`src/rtl/core/ztr_pkg.sv`:
```
// Package: shared types, constants and helpers for the zone trigger tracker.
package ztr_pkg;

    localparam int MAX_CONTEXTS = 8;
    localparam int CNT_W        = $clog2(MAX_CONTEXTS + 1);
    localparam int DUR_W        = 20;

    localparam logic [1:0] ACT_TICK   = 2'd0;
    localparam logic [1:0] ACT_DETECT = 2'd1;
    localparam logic [1:0] ACT_STOP   = 2'd2;
    localparam logic [1:0] ACT_NONE   = 2'd3;

    localparam logic [1:0] EV_TRIGGERED = 2'd0;
    localparam logic [1:0] EV_STOPPED   = 2'd1;
    localparam logic [1:0] EV_FULL      = 2'd2;

    localparam logic [2:0] STOP_ACTION  = 3'd0;
    localparam logic [2:0] STOP_TIMEOUT = 3'd1;

    localparam logic [1:0] HIT_SECOND = 2'd2;
    localparam logic [1:0] HIT_MAX    = 2'd3;

    typedef enum logic [1:0] {
        ST_IDLE,
        ST_WALK,
        ST_POST,
        ST_FLUSH
    } t_state;

    typedef struct packed {
        logic [15:0]      zone;
        logic             blind;
        logic [DUR_W-1:0] hold;
        logic [DUR_W-1:0] prev;
        logic [DUR_W-1:0] elapsed;
        logic [15:0]      blind_left;
        logic [1:0]       hits;
        logic [15:0]      max_dur;
        logic [15:0]      augment;
    } t_entry;

    typedef struct packed {
        logic shift;
        logic inject;
    } t_cell_ctrl;

    typedef struct packed {
        logic [1:0]  kind;
        logic [15:0] zone;
        logic [2:0]  reason;
    } t_event;

    function automatic logic [DUR_W-1:0] sat_add(input logic [DUR_W-1:0] a,
                                                 input logic [DUR_W-1:0] b);
        logic [DUR_W:0] s;
        s = {1'b0, a} + {1'b0, b};
        return s[DUR_W] ? {DUR_W{1'b1}} : s[DUR_W-1:0];
    endfunction

endpackage

```
`src/rtl/core/ztr_cell.sv`:
```
// One context cell of the shifting table.
module ztr_cell (
    input  logic                i_clk,
    input  ztr_pkg::t_cell_ctrl i_ctrl,
    input  ztr_pkg::t_entry     i_next,
    input  ztr_pkg::t_entry     i_inj,
    output ztr_pkg::t_entry     o_entry
);
    import ztr_pkg::*;

    t_entry r_entry;

    always_ff @(posedge i_clk) begin
        if (i_ctrl.inject) begin
            r_entry <= i_inj;
        end else if (i_ctrl.shift) begin
            r_entry <= i_next;
        end
    end

    assign o_entry = r_entry;
endmodule

```
`src/rtl/core/ztr_proc.sv`:
```
// Update unit applied to the context leaving the head cell.
module ztr_proc (
    input  ztr_pkg::t_entry i_entry,
    input  logic [1:0]      i_action,
    input  logic [7:0]      i_tick_period,
    input  logic [15:0]     i_zone,
    input  logic            i_found,
    output ztr_pkg::t_entry o_entry,
    output logic            o_keep,
    output logic            o_ev_valid,
    output logic [2:0]      o_ev_reason,
    output logic            o_match
);
    import ztr_pkg::*;

    logic [DUR_W-1:0] el_n;
    logic             over_hold;
    logic             over_max;
    logic [15:0]      bl_n;
    logic [1:0]       hits_n;

    always_comb begin
        el_n      = sat_add(i_entry.elapsed, {{(DUR_W-8){1'b0}}, i_tick_period});
        over_hold = el_n > i_entry.hold;
        over_max  = el_n > {{(DUR_W-16){1'b0}}, i_entry.max_dur};
        bl_n      = (i_entry.blind_left == 16'd0) ? 16'd0 : i_entry.blind_left - 16'd1;
        hits_n    = (i_entry.hits == HIT_MAX) ? HIT_MAX : i_entry.hits + 2'd1;
        o_match   = (i_entry.zone == i_zone) && !i_found;

        o_entry     = i_entry;
        o_keep      = 1'b1;
        o_ev_valid  = 1'b0;
        o_ev_reason = over_hold ? STOP_ACTION : STOP_TIMEOUT;

        if (i_action == ACT_TICK) begin
            if (!i_entry.blind) begin
                o_entry.elapsed = el_n;
                if (over_hold || over_max) begin
                    o_ev_valid         = 1'b1;
                    o_entry.blind      = 1'b1;
                    o_entry.blind_left = bl_n;
                    o_keep             = bl_n != 16'd0;
                end
            end else begin
                o_entry.blind_left = bl_n;
                o_keep             = bl_n != 16'd0;
            end
        end else if (o_match && !i_entry.blind) begin
            o_entry.hits = hits_n;
            if (hits_n <= HIT_SECOND || i_entry.elapsed > i_entry.prev) begin
                o_entry.prev = i_entry.hold;
                o_entry.hold = sat_add(i_entry.hold, {{(DUR_W-16){1'b0}}, i_entry.augment});
            end
        end
    end
endmodule

```
`src/rtl/core/zone_trigger_hold_blind_tracker_unit.sv`:
```
// Top level: zone trigger hold and blind tracker built on a chain of context cells.
//
// channel   dir  signals                        content
// s_axis    in   tvalid tready tdata tuser     one item; tuser = action
// m_axis    out  tvalid tready tdata tuser tlast one event; tuser = event kind
// cfg       in   i_cfg_valid o_cfg_ready data   tick_period
//
// An item is accepted, then each live context passes in turn through the head
// update unit, then a post step appends or flags (detections only), then a flush
// step emits any pending event; a stop goes straight to the flush.
// A full output register that is not being drained stalls the walk and the flush.
// Reset empties the table at once; the config register returns to 1.
module zone_trigger_hold_blind_tracker_unit (
    input  logic        i_clk,
    input  logic        i_rst_n,
    input  logic        s_axis_tvalid,
    output logic        s_axis_tready,
    input  logic [87:0] s_axis_tdata,  // zone_id, reason_in, trigger_present,
                                       // initial, augmentation, max, blind
    input  logic [1:0]  s_axis_tuser,  // action
    output logic        m_axis_tvalid,
    input  logic        m_axis_tready,
    output logic [23:0] m_axis_tdata,  // zone_out, reason_out
    output logic [1:0]  m_axis_tuser,  // event_kind
    output logic        m_axis_tlast,
    input  logic        i_cfg_valid,
    output logic        o_cfg_ready,
    input  logic [7:0]  i_cfg_data
);
    import ztr_pkg::*;

    t_state           r_state, n_state;
    logic [7:0]       r_tick;
    logic [CNT_W-1:0] r_len, r_left;
    logic             r_found;
    logic [1:0]       r_action;
    logic [15:0]      r_zone;
    logic [2:0]       r_reason;
    logic [15:0]      r_init, r_aug, r_max, r_blind;
    logic             r_pvalid;
    t_event           r_pend;
    logic             r_ovalid;
    t_event           r_out;
    logic             r_olast;

    logic   accept, can_push, step, post, fpush, table_full, out_load;
    t_entry cells [MAX_CONTEXTS];
    t_entry proc_entry, new_entry;
    logic   keep, ev_valid, match;
    logic [2:0] ev_reason;

    assign o_cfg_ready   = 1'b1;
    assign s_axis_tready = r_state == ST_IDLE;
    assign accept        = s_axis_tvalid && s_axis_tready;
    assign can_push      = !r_ovalid || m_axis_tready;
    assign table_full    = r_len == CNT_W'(MAX_CONTEXTS);
    assign out_load      = (step && ev_valid && r_pvalid) || fpush;

    assign m_axis_tvalid = r_ovalid;
    assign m_axis_tdata  = {5'd0, r_out.reason, r_out.zone};
    assign m_axis_tuser  = r_out.kind;
    assign m_axis_tlast  = r_olast;

    always_comb begin
        new_entry            = '0;
        new_entry.zone       = r_zone;
        new_entry.hold       = {{(DUR_W-16){1'b0}}, r_init};
        new_entry.prev       = {{(DUR_W-16){1'b0}}, r_init};
        new_entry.blind_left = r_blind;
        new_entry.hits       = 2'd1;
        new_entry.max_dur    = r_max;
        new_entry.augment    = r_aug;
    end

    ztr_proc u_proc (
        .i_entry       (cells[0]),
        .i_action      (r_action),
        .i_tick_period (r_tick),
        .i_zone        (r_zone),
        .i_found       (r_found),
        .o_entry       (proc_entry),
        .o_keep        (keep),
        .o_ev_valid    (ev_valid),
        .o_ev_reason   (ev_reason),
        .o_match       (match)
    );

    for (genvar k = 0; k < MAX_CONTEXTS; k++) begin : g_cell
        t_cell_ctrl ctrl;
        t_entry     nxt;
        assign ctrl.shift  = step;
        assign ctrl.inject = step ? (keep && (CNT_W'(k + 1) == r_len))
                                  : (post && !r_found && !table_full && (CNT_W'(k) == r_len));
        if (k < MAX_CONTEXTS - 1) begin : g_mid
            assign nxt = cells[k+1];
        end else begin : g_end
            assign nxt = '0;
        end
        ztr_cell u_cell (
            .i_clk   (i_clk),
            .i_ctrl  (ctrl),
            .i_next  (nxt),
            .i_inj   (step ? proc_entry : new_entry),
            .o_entry (cells[k])
        );
    end

    always_comb begin
        n_state = r_state;
        unique case (r_state)
            ST_IDLE: begin
                if (accept) begin
                    unique case (s_axis_tuser)
                        ACT_TICK:   n_state = (r_len == '0) ? ST_FLUSH : ST_WALK;
                        ACT_DETECT: n_state = !s_axis_tdata[19] ? ST_IDLE :
                                              (r_len == '0) ? ST_POST : ST_WALK;
                        ACT_STOP:   n_state = ST_FLUSH;
                        default:    n_state = ST_IDLE;
                    endcase
                end
            end
            ST_WALK: begin
                if (step && r_left == CNT_W'(1)) begin
                    n_state = (r_action == ACT_TICK) ? ST_FLUSH : ST_POST;
                end
            end
            ST_POST:  n_state = ST_FLUSH;
            ST_FLUSH: begin
                if (!r_pvalid || can_push) begin
                    n_state = ST_IDLE;
                end
            end
            default:  n_state = ST_IDLE;
        endcase
    end

    always_comb begin
        step  = (r_state == ST_WALK) && can_push;
        post  = r_state == ST_POST;
        fpush = (r_state == ST_FLUSH) && r_pvalid && can_push;
    end

    always_ff @(posedge i_clk) begin
        if (!i_rst_n) begin
            r_state  <= ST_IDLE;
            r_tick   <= 8'd1;
            r_len    <= '0;
            r_left   <= '0;
            r_found  <= 1'b0;
            r_pvalid <= 1'b0;
            r_ovalid <= 1'b0;
        end else begin
            r_state <= n_state;
            if (i_cfg_valid && o_cfg_ready) begin
                r_tick <= i_cfg_data;
            end
            if (out_load) begin
                r_ovalid <= 1'b1;
                r_out    <= r_pend;
                r_olast  <= fpush;
            end else if (m_axis_tready) begin
                r_ovalid <= 1'b0;
            end
            if (accept) begin
                r_action <= s_axis_tuser;
                r_zone   <= s_axis_tdata[15:0];
                r_reason <= s_axis_tdata[18:16];
                r_init   <= s_axis_tdata[35:20];
                r_aug    <= s_axis_tdata[51:36];
                r_max    <= s_axis_tdata[67:52];
                r_blind  <= s_axis_tdata[83:68];
                r_left   <= r_len;
                r_found  <= 1'b0;
                if (s_axis_tuser == ACT_STOP) begin
                    r_pvalid <= 1'b1;
                    r_pend   <= '{kind: EV_STOPPED, zone: s_axis_tdata[15:0],
                                  reason: s_axis_tdata[18:16]};
                end
            end
            if (step) begin
                r_left <= r_left - CNT_W'(1);
                if (match) begin
                    r_found <= 1'b1;
                end
                if (!keep) begin
                    r_len <= r_len - CNT_W'(1);
                end
                if (ev_valid) begin
                    r_pvalid <= 1'b1;
                    r_pend   <= '{kind: EV_STOPPED, zone: cells[0].zone, reason: ev_reason};
                end
            end
            if (post && !r_found) begin
                r_pvalid <= 1'b1;
                if (table_full) begin
                    r_pend <= '{kind: EV_FULL, zone: r_zone, reason: STOP_ACTION};
                end else begin
                    r_len  <= r_len + CNT_W'(1);
                    r_pend <= '{kind: EV_TRIGGERED, zone: r_zone, reason: r_reason};
                end
            end
            if (fpush) begin
                r_pvalid <= 1'b0;
            end
        end
    end

    a_len_range: assert property (@(posedge i_clk) disable iff (!i_rst_n)
        r_len <= CNT_W'(MAX_CONTEXTS))
        else $error("context count beyond table depth");

    a_walk_left: assert property (@(posedge i_clk) disable iff (!i_rst_n)
        (r_state == ST_WALK) |-> (r_left != '0))
        else $error("walk with no context left");

    a_pend_idle: assert property (@(posedge i_clk) disable iff (!i_rst_n)
        (r_state == ST_IDLE) |-> !r_pvalid)
        else $error("pending event left behind in idle");

    a_walk_len: assert property (@(posedge i_clk) disable iff (!i_rst_n)
        (r_state == ST_WALK) |-> (r_left <= r_len))
        else $error("walk count exceeds live contexts");
endmodule

```
`config.mk`:
```
export PLATFORM = sky130hd
export DESIGN_NAME = zone_trigger_hold_blind_tracker_unit
export DESIGN_NICKNAME = d
export VERILOG_FILES = /design/src/rtl/core/ztr_pkg.sv /design/src/rtl/core/ztr_cell.sv /design/src/rtl/core/ztr_proc.sv /design/src/rtl/core/zone_trigger_hold_blind_tracker_unit.sv
export SDC_FILE = /design/constraint.sdc
export NUM_CORES = 2
export LEC_CHECK = 0
export BUFFER_PORTS_ARGS = -buffer_cell sky130_fd_sc_hd__buf_2
export CORE_MARGIN = 2
export CORE_UTILIZATION = 52
export CTS_CLUSTER_DIAMETER = 50
export DETAILED_ROUTE_END_ITERATION = 16
export PLACE_DENSITY = 0.69
export RECOVER_POWER = 25
export SLEW_MARGIN = 20
export SYNTH_ARGS = -nofsm -noshare
export SYNTH_HDL_FRONTEND = slang
export SYNTH_SLANG_ARGS = --single-unit
```
`constraint.sdc`:
```
create_clock -name i_clk -period 14.8 [get_ports i_clk]
set_input_delay 0.74 -clock i_clk [delete_from_list [all_inputs] [get_ports i_clk]]
set_output_delay 0.74 -clock i_clk [all_outputs]
set_load 0.02 [all_outputs]
```
# == Yosys cells after proc, flatten, opt, wreduce, memory -nomap -nowiden ==
# Cells that the tools add are included.
# totals
wordCells,260
reg_bits,1165
output_inout_bits,30
input_bits,103
# op_classes
n_mux,78
bitwise,1
eq_ne,20
addsub,7
reduce_logical,57
n_lt_le_gt_ge,4
# ops
operator,n
$mux W127,17
$mux W21,6
$mux W40,3
$mux W20,3
$mux W16,3
$gt A20 B20 Y1,2
$mux W36,1
$mux W1,28
$logic_and A1 B1 Y1,27
$mux W4,6
$add A20 B16 Y21,1
$add A20 B8 Y21,1
$gt A20 B16 Y1,1
$reduce_bool A2 Y1,10
$mux W2,9
$eq A16 B16 Y1,1
$eq A3 B4 Y1 const A,4
$logic_not A16 Y1,1
$reduce_bool A16 Y1,1
$sub A16 B1 Y16 const B,1
$eq A2 B2 Y1 const B,4
$eq A2 B4 Y1 const A,2
$pmux W2 S4,1
$sub A4 B1 Y4 const B,2
19 further kinds,32

# == Depth between registers and ports, before layout ==
# depth
depth_word,11
ltp_mapped,23
mapped_depth_nobuf,19

# == By module ==
# A second synthesis with hierarchy kept.
# unflattened
hier_cells,3612
hier_area_um2,55510.7
# by_module_without_submodules
mod,cells_each,seq_area_each_um2,area_each_um2,instances
ztr_cell,269,3813.7,5427.7,8
zone_trigger_hold_blind_tracker_unit,743,4264.1,7228.2,1
ztr_proc,717,0.0,4860.9,1

# == Worst setup path after synthesis ==
# OpenSTA, ideal clock, no wires.
# synth_path
path_kind,register -> register
from,register r_len[0]
to,"register g_cell[2].u_cell.r_entry, in the netlist g_cell[2].u_cell.o_entry[0] (enable)"
period_less_slack_ns,11.614
path_buffers,2
required_time_ns,14.001
t_arrival_ns,10.814
path_stages_with_launch,9
setup_time_ns,0.799
slack_ns,3.186
cell_sequence,dfxtp_1 > inv_1 > ha_1 > clkbuf_1 > nand3b_1 > and2_1 > clkbuf_1 > nand2_1 > o31ai_1
# synth_between
elab_chain_cells,6
elab_cells_between_ends,9
classes_between,eq/ne (3); mux (1); reduce/logical (5)
# synth_lines
element,line,source
start: declaration,zone_trigger_hold_blind_tracker_unit.sv:34,"logic [CNT_W-1:0] r_len, r_left;"
start signal: assignment,zone_trigger_hold_blind_tracker_unit.sv:186,r_len <= r_len - CNT_W'(1);
start signal: assignment,zone_trigger_hold_blind_tracker_unit.sv:198,r_len <= r_len + CNT_W'(1);
$eq A4 B4 Y1,zone_trigger_hold_blind_tracker_unit.sv:56,assign table_full = r_len == CNT_W'(MAX_CONTEXTS);
$logic_not A1 Y1,zone_trigger_hold_blind_tracker_unit.sv:93,: (post && !r_found && !table_full && (CNT_W'(k) == r_len));
$logic_and A1 B1 Y1 (2 in a row),zone_trigger_hold_blind_tracker_unit.sv:93,
$mux W1 (*),zone_trigger_hold_blind_tracker_unit.sv:92,assign ctrl.inject = step ? (keep && (CNT_W'(k + 1) == r_len))
$reduce_bool A2 Y1 (no line) (*),-,
end signal: assignment,ztr_cell.sv:15,r_entry <= i_inj;
end signal: assignment,ztr_cell.sv:17,r_entry <= i_next;
end: declaration,ztr_cell.sv:11,t_entry r_entry;
# Every way passes the cells marked *; elsewhere a longest branch is shown, timed or not.
# A chain may end at the register's enable or synchronous reset.

# == Worst setup path after layout ==
# layout_path
from,register r_state[0]
to,"register g_cell[4].u_cell.r_entry, in the netlist g_cell[4].u_cell.o_entry[64] (enable)"
# layout_between
elab_chain_cells,6
elab_cells_between_ends,8
classes_between,eq/ne (2); mux (1); reduce/logical (5)
# layout_lines
element,line,source
start: declaration,zone_trigger_hold_blind_tracker_unit.sv:32,"t_state r_state, n_state;"
start signal: assignment,zone_trigger_hold_blind_tracker_unit.sv:153,r_state <= n_state;
$eq A2 B2 Y1,zone_trigger_hold_blind_tracker_unit.sv:139,post = r_state == ST_POST;
$logic_and A1 B1 Y1 (3 in a row),zone_trigger_hold_blind_tracker_unit.sv:93,
$mux W1,zone_trigger_hold_blind_tracker_unit.sv:92,
$reduce_bool A2 Y1 (no line) (*),-,
end signal: assignment,ztr_cell.sv:15,
end signal: assignment,ztr_cell.sv:17,
end: declaration,ztr_cell.sv:11,
# Marked as above.

==> out/metrics.csv <==
stage,metric,value,unit
placed_design,GPL Wtd Cong,0.8775,
sta,RSZ-0062 raised after global routing,false,
sta,"Hold Vio Cnt, Final",0,
synthesis,cell taking the most area after synthesis,edfxtp_1,
outcome,status,finished with violations,
synthesis,Yosys cell types,82,
placed_design,DP HPWL,69.74,mm
floorplan,Core ar.,98130,sq um
synthesis,fraction of the mapped netlist area in compound gates,12.72,%
final_layout,post-route cell area,56690,sq um
synthesis,post-synthesis adder-cell area fraction,2.298,%
floorplan,std cell rows,115,
clock_tree,Post CTS Setup Buffer Count,0,
detailed_routing,DRC viols,0,
power,Leakage,21.23,nW
critical_path,worst reg-to-reg path cell count,7,
final_layout,Layout fillers,8104,
power,Reg power frac,47.2,%
global_route,largest net degree at the start of global routing,248,
power,combinational share of power,29.5,%
power,Clock power frac,23.3,%
global_route,vias in the first global route,31260,
detailed_routing,Final ANT Viol Nets,0,
global_route,global-route wire length before repair,185.5,mm
synthesis,main flop type after synthesis,edfxtp_1,
synthesis,sequential area share after synthesis,67.79,%
synthesis,Yosys warnings,0,
floorplan,die area,101200,sq um
detailed_routing,DR iter-0 viols,3273,
detailed_routing,routed vias/inst,5.791,
hold_path,Worst Hold Class,in2reg,
floorplan,Die W,318.1,um
synthesis,multiplexer share of the synthesized area,2.783,%
placed_design,quantity of I/O buffers inserted on ports,122,
synthesis,Post-synth ARST share,0,%
floorplan,initial core utilization,52.27,%
detailed_routing,Routed Wire Length,118.8,mm
hold_path,Hold Path Cell Cnt,1,
global_route,initial antenna violation count,0,
clock_tree,Clock Latency Late Sink,0.73,ns
clock_tree,hold-fix buffers at CTS,0,
synthesis,post-synthesis simple-gate area fraction,10.84,%
power,P_sw,4.434,mW
clock_tree,CTS tree,yes,
detailed_routing,drt pass-1 iters,6,
critical_path,"Max FO, Critical Path",127,
sta,post-route clock period utilization,65.14,%
sta,Fin Setup TNS,0,ns
detailed_routing,post-DR wirelength/cell,20.71,um
power,areal power density over the cells,221.7,nW/um^2
floorplan,I/O pin count,133,
clock_tree,root buf cell,clkbuf_16,
clock_tree,cts bufs inserted,121,
sta,Slew headroom,-513.5,%
synthesis,post-synth top area share,66.97,%
synthesis,"top cells by area, synth","edfxtp_1 67%, o21ai_0 8.6%, nand2_1 7.3%, ha_1 2.2%, mux2i_1 1.6%",
clock_tree,H-tree Lvls,3,
final_layout,area grow syn2layout,10.52,%
synthesis,cells after synthesis,4318,
critical_path,CP Data Arrival Time,9.68,ns
final_layout,fin cells,5738,
outcome,violated checks,"max-capacitance violations, max-slew violations",
synthesis,Post-synth EDFFs,1144,
power,Sw Ratio,35.27,%
floorplan,Die H,318.1,um
placed_design,dpl cells,5507,
clock_tree,"Reg clk slew, reported paths",0.06,ns
final_layout,share of layout cells above drive strength 1,8.742,%
sta,Hold Slack,0.1811,ns
critical_path,critical path endpoint category,flip-flop,
sta,max-slew violations,590,
final_layout,Nets,4541,
placed_design,placed inst area,52960,sq um
clock_tree,deepest clock path buffer count,3,
power,VDD IR-drop max,0.2698,mV
power,Internal,8.137,mW
critical_path,crit start category,flip-flop,
global_route,GRT Total Usage,23.46,%
sta,crit path time final,9.640,ns
global_route,global route overflow,0,
sta,Worst Tran Pin Value,9.203,ns
detailed_routing,via count,33230,
critical_path,Setup CP Type,reg2reg,
sta,Clock Skew,0.03872,ns
clock_tree,Clock Sinks,1165,
synthesis,"Avg Cell Area, Syn",11.88,sq um
sta,Final Setup Violations,0,
synthesis,Post-Synth XOR/XNOR Area,0.7513,%
sta,Peak Freq,0.1037,GHz
critical_path,Worst Path Required,14.84,ns
synthesis,main combinational cell family by area after synthesis,compound AO/OA/AOI/OAI gates,
flow_run,Max-Cap Viols,11,
synthesis,synthesized cell area,51300,sq um
clock_tree,post-CTS sizing,0,
synthesis,"FF+latch count, synth",1165,
## placed cells by master, fill, tap and decap left out, types with 33 or more instances in the layout
cell type,instances
mux2_2,53
o21ai_0,882
clkbuf_16,121
buf_4,34
edfxtp_1,1144
xor2_1,33
ha_1,91
inv_1,74
o31ai_1,39
o211ai_1,37
nor2_1,185
mux2i_1,80
a21oi_1,48
nand2_1,994
clkbuf_1,83
nor3_1,33
buf_2,74
## synth_stat cells (39+ instances only)
master and number:
o21ai_0 886, edfxtp_1 1144, o31ai_1 39, mux2_2 53, nand2_1 998, clkbuf_1 153, ha_1 91, mux2i_1 80
inv_1 74, a21oi_1 48, nor2_1 187, buf_2 98
## kinds of logic (layout without fill, tap and decap cells)
| family | after synthesis | count (layout) |
|---|---|---|
| compound gates | 1170 | 1170 |
| xor+xnor | 44 | 44 |
| fa+ha+maj | 93 | 93 |
| buf+inv | 344 | 472 |
| flops | 1165 | 1165 |
| mux | 135 | 135 |
| other cells | 2 | 7 |
| simple gates | 1365 | 1365 |
## routing by layer
metal  wire (um)  part of all wire [%]  vias up  global-route usage (%)
met4        3203                   2.7        0                   6.667
li1            -                     -    15820                       -
met1       51290                    43    16170                   32.85
met3        7826                   6.6      173                   3.231
met2       56490                    48     1060                   38.60
met5           0                     0        -                       0
## flip-flops by register name, summed over array words and instances, names as in the netlist
name and count:
r_reason 3, r_pvalid 1, r_pend 21, r_state 2, g_cell.u_cell.o_entry 1016, r_found 1, r_action 2, r_max 16
r_zone 16, m_axis_tdata 19, r_left 4, r_tick 8, r_len 4, m_axis_tvalid 1, m_axis_tlast 1, r_init 16
r_aug 16, r_blind 16, m_axis_tuser 2
## power by group through the flow
stage                     logic, mW  registers (mW)  clock network (mW)
after floorplan                2.57            6.08                   0
after global placement         3.61            5.84                   0
after detailed placement       3.71            5.88                   0
after CTS                      3.73            5.83                2.98
after global routing           4.17            6.04                3.11
final                          3.71            5.93                2.93
## path summary, 6_finish.rpt
| check | start | to | slack, ns |
|---|---|---|---|
| worst max-delay path | r_state[0] | g_cell[4].u_cell.o_entry[64] | 5.16 |
| worst min-delay path | s_axis_tdata[74] | r_blind[6] | 0.18 |
| worst max register to register | r_state[0] | g_cell[4].u_cell.o_entry[64] | 5.16 |
| worst min register to register | r_pend[7] | m_axis_tdata[4] | 0.44 |
## worst max-delay path: stages, from the launching register on
cell      delay, ns
dfxtp_1        0.34
inv_1          0.09
ha_1           0.22
nor2b_2        0.16
clkbuf_1       1.16
nand2_1        0.30
o21ai_4        0.20
clkbuf_1       6.40
## cell type report
cell class	instances	area, sq um	share of cell area [%]
Sequential cell	1165	34770	61.34
Multi-Input combinational cell	2813	15230	26.86
Clock buffer	152	3174	5.599
Tap cell	1287	1610	2.840
Timing Repair Buffer	169	950.9	1.677
Clock inverter	76	670.6	1.183
Inverter	75	281.5	0.4966
Antenna cell	1	2.502	0.004414
## per-stage QoR
step / utilization (%) / power (mW) / setup WS, ns
finish: 57.77 / 12.57 / 5.160
global route: 57.77 / 13.32 / 4.511
CTS: 57.89 / 12.54 / 6.501
detailed placement: 53.97 / 9.592 / 6.557
global placement: 53.97 / 9.457 / 6.655
floorplan: - / 8.648 / 3.186
No activity file was read; power rests on OpenSTA's default activity.
